File: src/rtl/bpsd_pkg.sv
// Shared types, constants and helpers for the BMP pixel stream deframer.
package bpsd_pkg;

    localparam int MAX_DIM_DEF = 4096;

    localparam logic [31:0] POS_OFFSET = 32'd10;
    localparam logic [31:0] POS_WIDTH  = 32'd18;
    localparam logic [31:0] POS_HEIGHT = 32'd22;
    localparam logic [31:0] POS_DEPTH  = 32'd28;
    localparam logic [31:0] POS_CHECK  = 32'd29;
    localparam logic [31:0] HDR_LEN    = 32'd30;

    localparam logic [15:0] DEPTH_24 = 16'd24;
    localparam logic [15:0] DEPTH_32 = 16'd32;

    localparam logic [23:0] LUMA_R     = 24'd19595;
    localparam logic [23:0] LUMA_G     = 24'd38470;
    localparam logic [23:0] LUMA_B     = 24'd7471;
    localparam logic [23:0] LUMA_ROUND = 24'd32768;

    localparam logic [31:0] SAT13_MAX = 32'd8191;

    typedef enum logic [1:0] {
        ST_PIXEL     = 2'd0,
        ST_BAD_DEPTH = 2'd1,
        ST_BAD_SIZE  = 2'd2
    } status_t;

    typedef enum logic [1:0] {
        PH_BLUE  = 2'd0,
        PH_GREEN = 2'd1,
        PH_RED   = 2'd2,
        PH_ALPHA = 2'd3
    } pixel_phase_t;

    typedef struct packed {
        logic [11:0] row;
        logic [11:0] col;
        logic [7:0]  red;
        logic [7:0]  green;
        logic [7:0]  blue;
        logic [7:0]  gray;
        logic [12:0] img_width;
        logic [12:0] img_height;
        status_t     status;
        logic        last;
    } result_t;

    function automatic logic [12:0] sat13(logic [31:0] v);
        logic [12:0] r;
        r = (v > SAT13_MAX) ? 13'h1FFF : v[12:0];
        return r;
    endfunction

    function automatic logic [31:0] put_byte(logic [31:0] v, logic [1:0] idx, logic [7:0] b);
        logic [31:0] r;
        r = v;
        unique case (idx)
            2'd0: r[7:0]   = b;
            2'd1: r[15:8]  = b;
            2'd2: r[23:16] = b;
            2'd3: r[31:24] = b;
        endcase
        return r;
    endfunction

endpackage

File: src/rtl/bpsd_parser.sv
// Header capture, pixel assembly and position tracking for one file byte per step.
module bpsd_parser #(
    parameter int MAX_DIM = bpsd_pkg::MAX_DIM_DEF
) (
    input  logic               clk,
    input  logic               rst_n,
    input  logic               step,
    input  logic               mono,
    input  logic [7:0]         byte_in,
    input  logic               start_in,
    output logic               res_valid,
    output bpsd_pkg::result_t  res
);

    localparam int CNT_W = (MAX_DIM > 1) ? $clog2(MAX_DIM) : 1;
    localparam int DIM_W = $clog2(MAX_DIM + 1);

    logic [31:0]            pos_reg, pos_next, cur_pos;
    logic [31:0]            offset_reg, offset_next, cur_offset;
    logic [31:0]            width_reg, width_next, cur_width;
    logic [31:0]            height_reg, height_next, cur_height;
    logic [15:0]            depth_reg, depth_next, cur_depth;
    logic [CNT_W-1:0]       col_reg, col_next, cur_col;
    logic [CNT_W-1:0]       row_reg, row_next, cur_row;
    bpsd_pkg::pixel_phase_t phase_reg, phase_next, cur_phase;
    logic [1:0]             pad_reg, pad_next, cur_pad;
    logic [7:0]             blue_reg, blue_next, cur_blue;
    logic [7:0]             green_reg, green_next, cur_green;
    logic [23:0]            acc_reg, acc_next, cur_acc;
    logic                   halted_reg, halted_next, cur_halted;

    logic [31:0]            abs_h;
    logic [31:0]            start_pos;
    logic [15:0]            depth_new;
    logic [DIM_W-1:0]       w_n, h_n, col_ext, row_ext, col_plus, row_plus, row_sel;
    logic [DIM_W+11:0]      row_wide, col_wide;
    logic [23:0]            luma_sum;

    always_comb
    begin
        cur_pos    = start_in ? '0 : pos_reg;
        cur_offset = start_in ? '0 : offset_reg;
        cur_width  = start_in ? '0 : width_reg;
        cur_height = start_in ? '0 : height_reg;
        cur_depth  = start_in ? '0 : depth_reg;
        cur_col    = start_in ? '0 : col_reg;
        cur_row    = start_in ? '0 : row_reg;
        cur_phase  = start_in ? bpsd_pkg::PH_BLUE : phase_reg;
        cur_pad    = start_in ? '0 : pad_reg;
        cur_blue   = start_in ? '0 : blue_reg;
        cur_green  = start_in ? '0 : green_reg;
        cur_acc    = start_in ? '0 : acc_reg;
        cur_halted = start_in ? 1'b0 : halted_reg;

        abs_h     = cur_height[31] ? (32'd0 - cur_height) : cur_height;
        start_pos = (cur_offset < bpsd_pkg::HDR_LEN) ? bpsd_pkg::HDR_LEN : cur_offset;
        depth_new = {byte_in, cur_depth[7:0]};

        w_n      = cur_width[DIM_W-1:0];
        h_n      = abs_h[DIM_W-1:0];
        col_ext  = DIM_W'(cur_col);
        row_ext  = DIM_W'(cur_row);
        col_plus = col_ext + DIM_W'(1);
        row_plus = row_ext + DIM_W'(1);
        row_sel  = cur_height[31] ? row_ext : (h_n - DIM_W'(1) - row_ext);
        row_wide = {12'b0, row_sel};
        col_wide = {12'b0, col_ext};
        luma_sum = cur_acc + {16'b0, byte_in} * bpsd_pkg::LUMA_R + bpsd_pkg::LUMA_ROUND;

        pos_next    = cur_pos;
        offset_next = cur_offset;
        width_next  = cur_width;
        height_next = cur_height;
        depth_next  = cur_depth;
        col_next    = cur_col;
        row_next    = cur_row;
        phase_next  = cur_phase;
        pad_next    = cur_pad;
        blue_next   = cur_blue;
        green_next  = cur_green;
        acc_next    = cur_acc;
        halted_next = cur_halted;
        res_valid   = 1'b0;
        res         = '0;

        if (!cur_halted)
        begin
            pos_next = (cur_pos == 32'hFFFF_FFFF) ? cur_pos : cur_pos + 32'd1;
            if (cur_pos < bpsd_pkg::HDR_LEN)
            begin
                if (cur_pos >= bpsd_pkg::POS_OFFSET && cur_pos < bpsd_pkg::POS_OFFSET + 32'd4)
                begin
                    offset_next = bpsd_pkg::put_byte(cur_offset,
                        2'(cur_pos - bpsd_pkg::POS_OFFSET), byte_in);
                end
                else if (cur_pos >= bpsd_pkg::POS_WIDTH && cur_pos < bpsd_pkg::POS_WIDTH + 32'd4)
                begin
                    width_next = bpsd_pkg::put_byte(cur_width,
                        2'(cur_pos - bpsd_pkg::POS_WIDTH), byte_in);
                end
                else if (cur_pos >= bpsd_pkg::POS_HEIGHT && cur_pos < bpsd_pkg::POS_HEIGHT + 32'd4)
                begin
                    height_next = bpsd_pkg::put_byte(cur_height,
                        2'(cur_pos - bpsd_pkg::POS_HEIGHT), byte_in);
                end
                else if (cur_pos == bpsd_pkg::POS_DEPTH)
                begin
                    depth_next = {cur_depth[15:8], byte_in};
                end
                else if (cur_pos == bpsd_pkg::POS_CHECK)
                begin
                    depth_next = depth_new;
                end

                if (cur_pos == bpsd_pkg::POS_CHECK)
                begin
                    res.img_width  = (cur_width[31] || cur_width == 32'd0) ? 13'd0
                                     : bpsd_pkg::sat13(cur_width);
                    res.img_height = bpsd_pkg::sat13(abs_h);
                    if (depth_new != bpsd_pkg::DEPTH_24 && depth_new != bpsd_pkg::DEPTH_32)
                    begin
                        res.status  = bpsd_pkg::ST_BAD_DEPTH;
                        res_valid   = 1'b1;
                        halted_next = 1'b1;
                    end
                    else if (cur_width[31] || cur_width == 32'd0 || cur_width > 32'(MAX_DIM)
                             || abs_h == 32'd0 || abs_h > 32'(MAX_DIM))
                    begin
                        res.status  = bpsd_pkg::ST_BAD_SIZE;
                        res_valid   = 1'b1;
                        halted_next = 1'b1;
                    end
                end
            end
            else if (cur_pos >= start_pos)
            begin
                priority if (cur_phase == bpsd_pkg::PH_ALPHA)
                begin
                    phase_next = bpsd_pkg::PH_BLUE;
                end
                else if (cur_pad != 2'd0)
                begin
                    pad_next = cur_pad - 2'd1;
                end
                else if (cur_phase == bpsd_pkg::PH_BLUE)
                begin
                    blue_next  = byte_in;
                    acc_next   = {16'b0, byte_in} * bpsd_pkg::LUMA_B;
                    phase_next = bpsd_pkg::PH_GREEN;
                end
                else if (cur_phase == bpsd_pkg::PH_GREEN)
                begin
                    green_next = byte_in;
                    acc_next   = cur_acc + {16'b0, byte_in} * bpsd_pkg::LUMA_G;
                    phase_next = bpsd_pkg::PH_RED;
                end
                else
                begin
                    res_valid      = 1'b1;
                    res.row        = row_wide[11:0];
                    res.col        = col_wide[11:0];
                    res.img_width  = bpsd_pkg::sat13(cur_width);
                    res.img_height = bpsd_pkg::sat13(abs_h);
                    res.status     = bpsd_pkg::ST_PIXEL;
                    if (mono)
                    begin
                        res.gray = luma_sum[23:16];
                    end
                    else
                    begin
                        res.red   = byte_in;
                        res.green = cur_green;
                        res.blue  = cur_blue;
                    end
                    phase_next = (cur_depth == bpsd_pkg::DEPTH_32) ? bpsd_pkg::PH_ALPHA
                                 : bpsd_pkg::PH_BLUE;
                    if (col_plus >= w_n)
                    begin
                        col_next = '0;
                        // Row padding to a 4-byte multiple equals the width modulo four.
                        if (cur_depth == bpsd_pkg::DEPTH_24)
                        begin
                            pad_next = cur_width[1:0];
                        end
                        if (row_plus >= h_n)
                        begin
                            res.last    = 1'b1;
                            halted_next = 1'b1;
                        end
                        else
                        begin
                            row_next = cur_row + CNT_W'(1);
                        end
                    end
                    else
                    begin
                        col_next = cur_col + CNT_W'(1);
                    end
                end
            end
        end
    end

    always_ff @(posedge clk or negedge rst_n)
    begin
        if (!rst_n)
        begin
            pos_reg    <= '0;
            offset_reg <= '0;
            width_reg  <= '0;
            height_reg <= '0;
            depth_reg  <= '0;
            col_reg    <= '0;
            row_reg    <= '0;
            phase_reg  <= bpsd_pkg::PH_BLUE;
            pad_reg    <= '0;
            blue_reg   <= '0;
            green_reg  <= '0;
            acc_reg    <= '0;
            halted_reg <= 1'b0;
        end
        else if (step)
        begin
            pos_reg    <= pos_next;
            offset_reg <= offset_next;
            width_reg  <= width_next;
            height_reg <= height_next;
            depth_reg  <= depth_next;
            col_reg    <= col_next;
            row_reg    <= row_next;
            phase_reg  <= phase_next;
            pad_reg    <= pad_next;
            blue_reg   <= blue_next;
            green_reg  <= green_next;
            acc_reg    <= acc_next;
            halted_reg <= halted_next;
        end
    end

endmodule

File: src/rtl/bmp_pixel_stream_deframer.sv
// Top level of the BMP pixel stream deframer with stream ports and output register.
// A taken byte goes to the input register, its result to the output register.
// Throughput: one byte per cycle, one parser step each, unless m_tready stalls.
// The mono luma product is accumulated over the blue, green and red bytes of a pixel.
// Reset clears the parser, the mode register and both stages; parsing starts as a new file.
module bmp_pixel_stream_deframer #(
    parameter int MAX_DIM = bpsd_pkg::MAX_DIM_DEF
) (
    input  logic        clk,
    input  logic        rst_n,
    input  logic        s_tvalid,
    output logic        s_tready,
    input  logic [7:0]  s_tdata,    // data_byte
    input  logic [0:0]  s_tuser,    // file_start
    output logic        m_tvalid,
    input  logic        m_tready,
    output logic [87:0] m_tdata,    // out_row, out_col, red, green, blue, gray,
                                    // image_width, image_height, zero fill
    output logic [1:0]  m_tuser,    // status
    output logic        m_tlast,    // last_pixel
    input  logic        cfg_wr_en,
    input  logic        cfg_wr_data // mono_mode
);

    logic              mono_reg;
    logic              in_valid_reg;
    logic [7:0]        in_byte_reg;
    logic              in_start_reg;
    logic              out_valid_reg;
    bpsd_pkg::result_t out_res_reg;
    logic              out_free;
    logic              advance;
    logic              res_valid;
    bpsd_pkg::result_t res;

    assign out_free = !out_valid_reg || m_tready;
    assign advance  = in_valid_reg && out_free;
    assign s_tready = !in_valid_reg || out_free;

    bpsd_parser #(
        .MAX_DIM (MAX_DIM)
    ) u_parser (
        .clk       (clk),
        .rst_n     (rst_n),
        .step      (advance),
        .mono      (mono_reg),
        .byte_in   (in_byte_reg),
        .start_in  (in_start_reg),
        .res_valid (res_valid),
        .res       (res)
    );

    always_ff @(posedge clk or negedge rst_n)
    begin
        if (!rst_n)
        begin
            mono_reg      <= 1'b0;
            in_valid_reg  <= 1'b0;
            out_valid_reg <= 1'b0;
        end
        else
        begin
            if (cfg_wr_en)
            begin
                mono_reg <= cfg_wr_data;
            end
            if (s_tready)
            begin
                in_valid_reg <= s_tvalid;
            end
            if (out_free)
            begin
                out_valid_reg <= advance && res_valid;
            end
        end
    end

    always_ff @(posedge clk)
    begin
        if (s_tvalid && s_tready)
        begin
            in_byte_reg  <= s_tdata;
            in_start_reg <= s_tuser[0];
        end
        if (advance && res_valid)
        begin
            out_res_reg <= res;
        end
    end

    assign m_tvalid = out_valid_reg;
    assign m_tdata  = {6'b0, out_res_reg.img_height, out_res_reg.img_width,
                       out_res_reg.gray, out_res_reg.blue, out_res_reg.green,
                       out_res_reg.red, out_res_reg.col, out_res_reg.row};
    assign m_tuser  = out_res_reg.status;
    assign m_tlast  = out_res_reg.last;

    a_error_not_last: assert property (@(posedge clk) disable iff (!rst_n)
        m_tvalid && m_tuser != bpsd_pkg::ST_PIXEL |-> !m_tlast)
        else $error("Error result marked as last pixel.");

    a_error_no_position: assert property (@(posedge clk) disable iff (!rst_n)
        m_tvalid && m_tuser != bpsd_pkg::ST_PIXEL |-> m_tdata[55:0] == 56'd0)
        else $error("Error result carries position or colour.");

    a_stall_holds_input: assert property (@(posedge clk) disable iff (!rst_n)
        in_valid_reg && !out_free |=> in_valid_reg && $stable(in_byte_reg)
                                      && $stable(in_start_reg))
        else $error("Input stage lost a request under stall.");

    a_not_ready_full: assert property (@(posedge clk) disable iff (!rst_n)
        !s_tready |-> in_valid_reg && out_valid_reg && !m_tready)
        else $error("Input refused while a stage is free.");

endmodule

File: config.mk
export PLATFORM = sky130hd
export DESIGN_NAME = bmp_pixel_stream_deframer
export DESIGN_NICKNAME = d
export VERILOG_FILES = /design/src/rtl/bpsd_pkg.sv /design/src/rtl/bpsd_parser.sv /design/src/rtl/bmp_pixel_stream_deframer.sv
export SDC_FILE = /design/constraint.sdc
export NUM_CORES = 1
export LEC_CHECK = 0
export BUFFER_PORTS_ARGS = -buffer_cell sky130_fd_sc_hd__buf_2
export CAP_MARGIN = 20
export CORE_AREA = 2 2 192 194
export CTS_CLUSTER_SIZE = 30
export DETAILED_ROUTE_END_ITERATION = 6
export DIE_AREA = 0 0 194 196
export PLACE_DENSITY = 0.86
export SLEW_MARGIN = 10
export SYNTH_ARGS = -nofsm -noshare
export SYNTH_HDL_FRONTEND = slang
export SYNTH_SLANG_ARGS = --single-unit
File: constraint.sdc
create_clock -name clk -period 23.6 [get_ports clk]
set_input_delay 2.36 -clock clk [delete_from_list [all_inputs] [get_ports clk]]
set_output_delay 2.36 -clock clk [all_outputs]
set_load 0.01 [all_outputs]
Word level (Yosys, flattened, before mapping)

Index checks and enable logic that the tools add are counted.

Memories kept: 0
Word-level logic and storage cells: 240
Latch bits: 0
Register bits: 310
Output and inout bits: 93
Bits in read-only memories: 0
Bits in writable memories: 0

Muxes and demuxes: 134
$lt $le $gt $ge: 15
Reduce and logical (&&, ||, !) cells: 25
Add/subtract/negate cells: 15
Shift-type cells: 0
Multiply operators: 3
Eq/ne operators: 18
Bitwise operators: 2
Divide/modulo/power cells: 0

Operator list:

| operator                                                        | count |
|---|---|
| 2-to-1 mux 32 bit                                               | 20 |
| 2-to-1 mux 12 bit                                               | 20 |
| 2-to-1 mux 8 bit                                                | 27 |
| 2-to-1 mux 24 bit                                               | 8 |
| 2-to-1 mux 29 bit                                               | 5 |
| greater-than comparator 32 x 13 -> 1 bit, second input constant | 4 |
| < comparator 32 x 5 -> 1 bit, second input constant             | 4 |
| 2-to-1 mux 16 bit                                               | 8 |
| equality test 32 x 5 -> 1 bit, second input constant            | 2 |
| >= comparator 32 x 5 -> 1 bit, second input constant            | 2 |
| logical NOT 32 bit                                              | 2 |
| 2-to-1 mux 28 bit                                               | 2 |
| multiplier 8 x 15 -> 23 bit, second input constant              | 2 |
| 2-to-1 mux 2 bit                                                | 21 |
| 2-to-1 mux 13 bit                                               | 3 |
| adder 32 x 1 -> 32 bit, second input constant                   | 1 |
| equality test 32 bit, second input constant                     | 1 |
| >= comparator 32 bit                                            | 1 |
| >= comparator 32 x 4 -> 1 bit, second input constant            | 1 |
| < comparator 32 x 4 -> 1 bit, second input constant             | 1 |
| subtractor 1 x 32 -> 32 bit, first input constant               | 1 |
| adder 12 x 1 -> 13 bit, second input constant                   | 2 |
| >= comparator 13 bit                                            | 2 |
| adder 12 x 1 -> 12 bit, second input constant                   | 2 |
| 23 further kinds                                                | 70 |

Logic depth before layout (Yosys ltp)

Depth in word-level cells: 13
Gate-level depth with buffers: 29
Depth with buffers taken out: 24

Hierarchy

Synthesis repeated with hierarchy kept, for this count alone.

Cells, all modules: 2,502
Area total of the unflattened synthesis: 23,847.9 um^2

By module, submodules not included:

| module                    | cells each | times used | sequential area each (um^2) | area an instance (um^2) |
|---|---|---|---|---|
| bpsd_parser               | 2,389      | 1          | 5,330.1                     | 20,828.7 |
| bmp_pixel_stream_deframer | 113        | 1          | 2,897.8                     | 3,019.1 |

Worst setup path before layout

No wires, ideal clock.

Kind: register to register
From: register in_start_reg
To: register out_res_reg (netlist bit m_tdata[0]) (enable)
Library setup time: 529 ps
Arrival time: 7,549 ps
Slack: 15,522 ps
Cell stages (with the launch flop): 21
Path through: edfxtp_1 buf_6 buf_12 inv_2 buf_2 clkbuf_1 clkbuf_1 buf_2 buf_2 buf_1 nand2_1 ha_1 mux2_2 nand2_1 o211ai_1 or4_1 nor4_4 or3b_1 a2111o_1 o22ai_2 nor2_1

Longest elaborated chain between the ends: 12
Elaborated cells on any way between the ends: 41
Classes of those cells: add/sub (1); order compare (5); eq/ne (5); mux (20); reduce/logical (10)

Ends and longest elaborated chain:

| what                                                                 | RTL line                        | RTL |
|---|---|---|
| start: declaration                                                   | bmp_pixel_stream_deframer.sv:28 | `logic in_start_reg;` |
| start signal: assignment                                             | bmp_pixel_stream_deframer.sv:83 | `in_start_reg <= s_tuser[0];` |
| branches (longest 10 deep; another with subtractor 1 x 32 -> 32 bit) | --                              |  |
| 2-to-1 mux 1 bit *                                                   | bpsd_parser.sv:86               | `if (!cur_halted)` |
| logical AND 1 bit *                                                  | bmp_pixel_stream_deframer.sv:85 | `if (advance && res_valid)` |
| end signal: assignment                                               | bmp_pixel_stream_deframer.sv:87 | `out_res_reg <= res;` |
| end: declaration                                                     | bmp_pixel_stream_deframer.sv:30 | `bpsd_pkg::result_t out_res_reg;` |

Every way passes the cells marked *.
A chain may end at the register's enable or synchronous reset.

Worst setup path after layout

From: register in_start_reg
To: register out_res_reg (netlist bit m_tdata[36]) (enable)

The elaborated chain is that of the path after synthesis.

==> impl_metrics.csv <==
group,metric,value,unit
run_status,run_status,"finished with violations",
run_status,violations_in_the_final_reports,"DRC",
worst_setup_path,critPathBufInv,4,
die,die_height,196,um
job,maxCapViolations,0,
yosys,syn-cell-area,24200,um^2
yosys,yosys_warnings,0,
worst_setup_path,cp_max_fo,141,
clock_tree,htree_levels,2,
final_layout,fillCellCount,2633,
power,leakage,12.2,nW
grt,gr-usage-all-layers,37.9,%
timing,max-slew-margin-rel,18.5,%
power,maximum_vdd_ir_drop,0.0806,mV
timing,finalMaxSlewViolations,0,
grt,pin_count_of_the_biggest_net_entering_global_routing,142,
timing,fin_worst_skew,0.0227,ns
drt,drt.antenna.violating_nets,0,
yosys,dominantRegCellSynth,"sky130_fd_sc_hd__dfrtp_1",
power,cellPowerDensity,80.8,nW/um^2
grt,globalRouteMet2Util,62.3,%
yosys,synth-simple-area-share,17.5,%
yosys,synthMuxAreaShare,0.688,%
yosys,synth_seq_area_share,34.0,%
die,die_x,194,um
timing,timing.final.setup_violations,0,
drt,vias_per_cell,6.71,
timing,finalCritPeriodShare,27.5,%
final_layout,largest_register_ff_count,82,
final_layout,area_growth_syn_to_layout,8.88,%
worst_setup_path,capturing_element_type_of_the_critical_path,"flop",
clock_tree,tritoncts,"built",
yosys,netlist_top_cells_area,"sky130_fd_sc_hd__dfrtp_1, sky130_fd_sc_hd__ha_1, sky130_fd_sc_hd__edfxtp_1",
clock_tree,clock_transition_at_the_registers_of_the_reported_paths,0.07,ns
yosys,synth_compound_area_share,17.7,%
yosys,synth-async-reset-ratio,69.7,%
clock_tree,post_cts_buffers,0,
grt,grt_pass1_vias,20500,
drt,detail_route.wl_per_cell,23.3,um
yosys,average_cell_area_after_synthesis,9.62,um^2
die,design.die.area,38000,um^2
grt,grt_pass1_wl,114000,um
yosys,dominant_combinational_cell_family_by_area_after_synthesis,"adder cells",
worst_setup_path,critical-path-slowest-cell,"sky130_fd_sc_hd__clkinv_2",
clock_tree,insertion_delay,0.56,ns
grt,overflow,0,
drt,routed-via-count,20600,
timing,rsz_0062_raised_after_global_routing,"no",
yosys,synth_cell_types,101,
timing,timing.fmax,154,MHz
clock_tree,cts_hold_buf,0,
timing,finalWorstPathRequiredPeriod,6.50,ns
worst_setup_path,path_cells,"buf_12 > clkinv_2 > buf_4 > o41ai_1 > nand4_1 > nor3_1 > nor3b_1 > ha_1 > nand2b_1 > a2111oi_0 > o31ai_1 > a2111o_1 > a21oi_4 > nor3_2 > a2111o_1 > o22ai_2 > nor2_4 > buf_4",
final_layout,multi_input_area,14800,um^2
yosys,post_synth_xor_area_fraction,4.05,%
worst_setup_path,critPathKind,"reg -> reg",
yosys,synth.top_cells.by_count,"sky130_fd_sc_hd__ha_1, sky130_fd_sc_hd__nand2_1, sky130_fd_sc_hd__dfrtp_1",
clock_tree,postCtsResizedCells,0,
yosys,synth_edf_count,94,
yosys,yosys_register_bits,310,
yosys,post_synth_inst_count,2514,
drt,route.detailed.drc,9,
yosys,synth_top_cell_by_area,"sky130_fd_sc_hd__dfrtp_1",
drt,drt_first_iter_violations,2016,
worst_setup_path,crit_path_start_kind,"flop",
place,buffers_added_on_ports,101,
min_path,hp-class,"reg -> reg",
grt,grt-busiest-layer,"met2",
clock_tree,clockBufferDepth,3,
worst_setup_path,crit_arrival,6.66,ns
clock_tree,cts_made_buffers,36,
die,design.portCount,108,
drt,detailedRoute.firstPassIterationCount,7,
clock_tree,cts-root-buf,"sky130_fd_sc_hd__clkbuf_16",
grt,grt.met1_usage,47.8,%
grt,met3_usage,6.38,%
final_layout,fin_nets,2953,
timing,setup-tns-final,0,ns
drt,wire_length_after_detailed_routing,71700,um
clock_tree,clock_sink_count,310,
final_layout,diodes,0,
worst_setup_path,critical_path.top_delay_family,"compound AO/OA/AOI/OAI gates",
yosys,synth_largest_type_area_fraction,22.3,%
worst_setup_path,worst_ep_required_time,23.77,ns
final_layout,post_route_cells_drive_above_1_share,9.21,%
die,rows,70,
timing,hold_violations,0,
power,p_total,2.13,mW
die,core_footprint,36100,um^2
yosys,post_synth_fa_ha_maj_area_fraction,21.0,%
timing,timing_worst_slew_pin_value,1.21,ns
place,gp_routability_congestion,1.01,
place,dpl_hpwl,52500,um
final_layout,regArea,8230,um^2
die,initial_utilization,67.1,%
grt,number_of_antenna_violations_at_the_first_check_in_global_routing,1,
yosys,yosys.cell_count.top_type,"sky130_fd_sc_hd__ha_1",
worst_setup_path,critical_path.max_stage_delay,0.58,ns
-- tightest hold or removal path, cell delays in order, from the launching register on --
cell	delay [ns]
sky130_fd_sc_hd__dfrtp_1	0.34
sky130_fd_sc_hd__nand2_1	0.04
sky130_fd_sc_hd__o21ai_0	0.07
-- cells in the final DEF, fill, tap and decap left out, types with 9 or more instances in the layout --
cell | netlist | final
sky130_fd_sc_hd__ha_1 | 277 | 277
sky130_fd_sc_hd__o21ai_1 | 10 | 10
sky130_fd_sc_hd__a21o_1 | 31 | 31
sky130_fd_sc_hd__and2_1 | 46 | 46
sky130_fd_sc_hd__nor3_1 | 52 | 50
sky130_fd_sc_hd__nor4_1 | 28 | 28
sky130_fd_sc_hd__nand2_1 | 239 | 239
sky130_fd_sc_hd__o22ai_1 | 10 | 10
sky130_fd_sc_hd__and3_1 | 23 | 23
sky130_fd_sc_hd__nor2b_1 | 65 | 65
sky130_fd_sc_hd__a31oi_1 | 18 | 18
sky130_fd_sc_hd__fa_1 | 81 | 81
sky130_fd_sc_hd__o31ai_1 | 17 | 17
sky130_fd_sc_hd__a22o_1 | 147 | 147
sky130_fd_sc_hd__o211ai_1 | 15 | 15
sky130_fd_sc_hd__a21oi_1 | 139 | 139
sky130_fd_sc_hd__and4_1 | 11 | 11
sky130_fd_sc_hd__or3_1 | 12 | 12
sky130_fd_sc_hd__o21a_1 | 17 | 17
sky130_fd_sc_hd__mux2i_1 | 11 | 11
sky130_fd_sc_hd__nand4_1 | 31 | 31
sky130_fd_sc_hd__o21ai_0 | 79 | 79
sky130_fd_sc_hd__nor2_1 | 169 | 168
sky130_fd_sc_hd__nand2b_1 | 14 | 14
sky130_fd_sc_hd__nand3_1 | 51 | 51
sky130_fd_sc_hd__nor3b_1 | 12 | 12
sky130_fd_sc_hd__buf_2 | 14 | 101
sky130_fd_sc_hd__inv_1 | 188 | 188
sky130_fd_sc_hd__o41ai_1 | 9 | 9
sky130_fd_sc_hd__buf_4 | 8 | 24
sky130_fd_sc_hd__dfrtp_1 | 216 | 216
sky130_fd_sc_hd__xnor2_1 | 70 | 70
sky130_fd_sc_hd__clkbuf_16 | 0 | 38
sky130_fd_sc_hd__edfxtp_1 | 94 | 94
sky130_fd_sc_hd__xor2_1 | 42 | 42
sky130_fd_sc_hd__a211oi_1 | 18 | 18
-- cells by family (layout without fill, tap and decap cells) --
logic type | after synthesis | after routing
other | 1 | 6
AND/OR/NAND/NOR | 818 | 818
flip-flops | 310 | 310
adder cells (fa/ha/maj) | 358 | 358
AO/OA/AOI/OAI | 603 | 603
buffers and inverters | 296 | 384
XOR/XNOR | 112 | 112
multiplexers | 16 | 16
-- metal layers --
metal,up-vias,share of wire (%)
met3,290,7.9
met2,1105,47
met4,0,6.3
met1,10000,39
met5,-,0
li1,9224,-
-- per-stage QoR --
stage	instance area (um^2)	hold WS, ns	setup WS, ns	util, %	cells
5_1_grt	26300	0.509	16.68	73.0	3075
6_report	26300	0.485	17.10	73.0	3075
2_1_floorplan	24200	0.442	15.52	-	2519
4_1_cts	26300	0.481	17.19	72.8	3073
3_3_place_gp	25000	0.462	17.41	69.3	3006
3_5_place_dp	25000	0.467	17.22	69.4	3008
-- area by class of cell --
cell class,count,area share [%]
Inverter,189,2.70
Tap cell,468,2.22
Clock inverter,21,0.964
Timing Repair Buffer,130,3.00
Clock buffer,44,3.81
Multi-Input combinational cell,1913,56.1
Sequential cell,310,31.2
-- power by group --
part           internal, mW  switching [mW]
clock                 0.352           0.245
sequential            0.581          0.0264
combinational         0.377           0.548
-- final timing paths --
path | startpoint | depth (start not counted) | slack, ns | to
worst max-delay path | in_start_reg$_DFFE_PP_ | 18 | 17.10 | m_tdata[36]$_SDFFCE_PP0P_
worst min-delay path | u_parser.acc_reg[6]$_DFFE_PN0P_ | 2 | 0.48 | u_parser.acc_reg[6]$_DFFE_PN0P_
worst max register to register | in_start_reg$_DFFE_PP_ | 18 | 17.10 | m_tdata[36]$_SDFFCE_PP0P_
worst min register to register | u_parser.acc_reg[6]$_DFFE_PN0P_ | 2 | 0.48 | u_parser.acc_reg[6]$_DFFE_PN0P_
max in group asynchronous | rst_n | 3 | 20.66 | u_parser.width_reg[25]$_DFFE_PN0P_
min in group asynchronous | rst_n | 1 | 1.76 | mono_reg$_DFFE_PN0P_
Note: power is estimated with default switching activity, not from simulation.
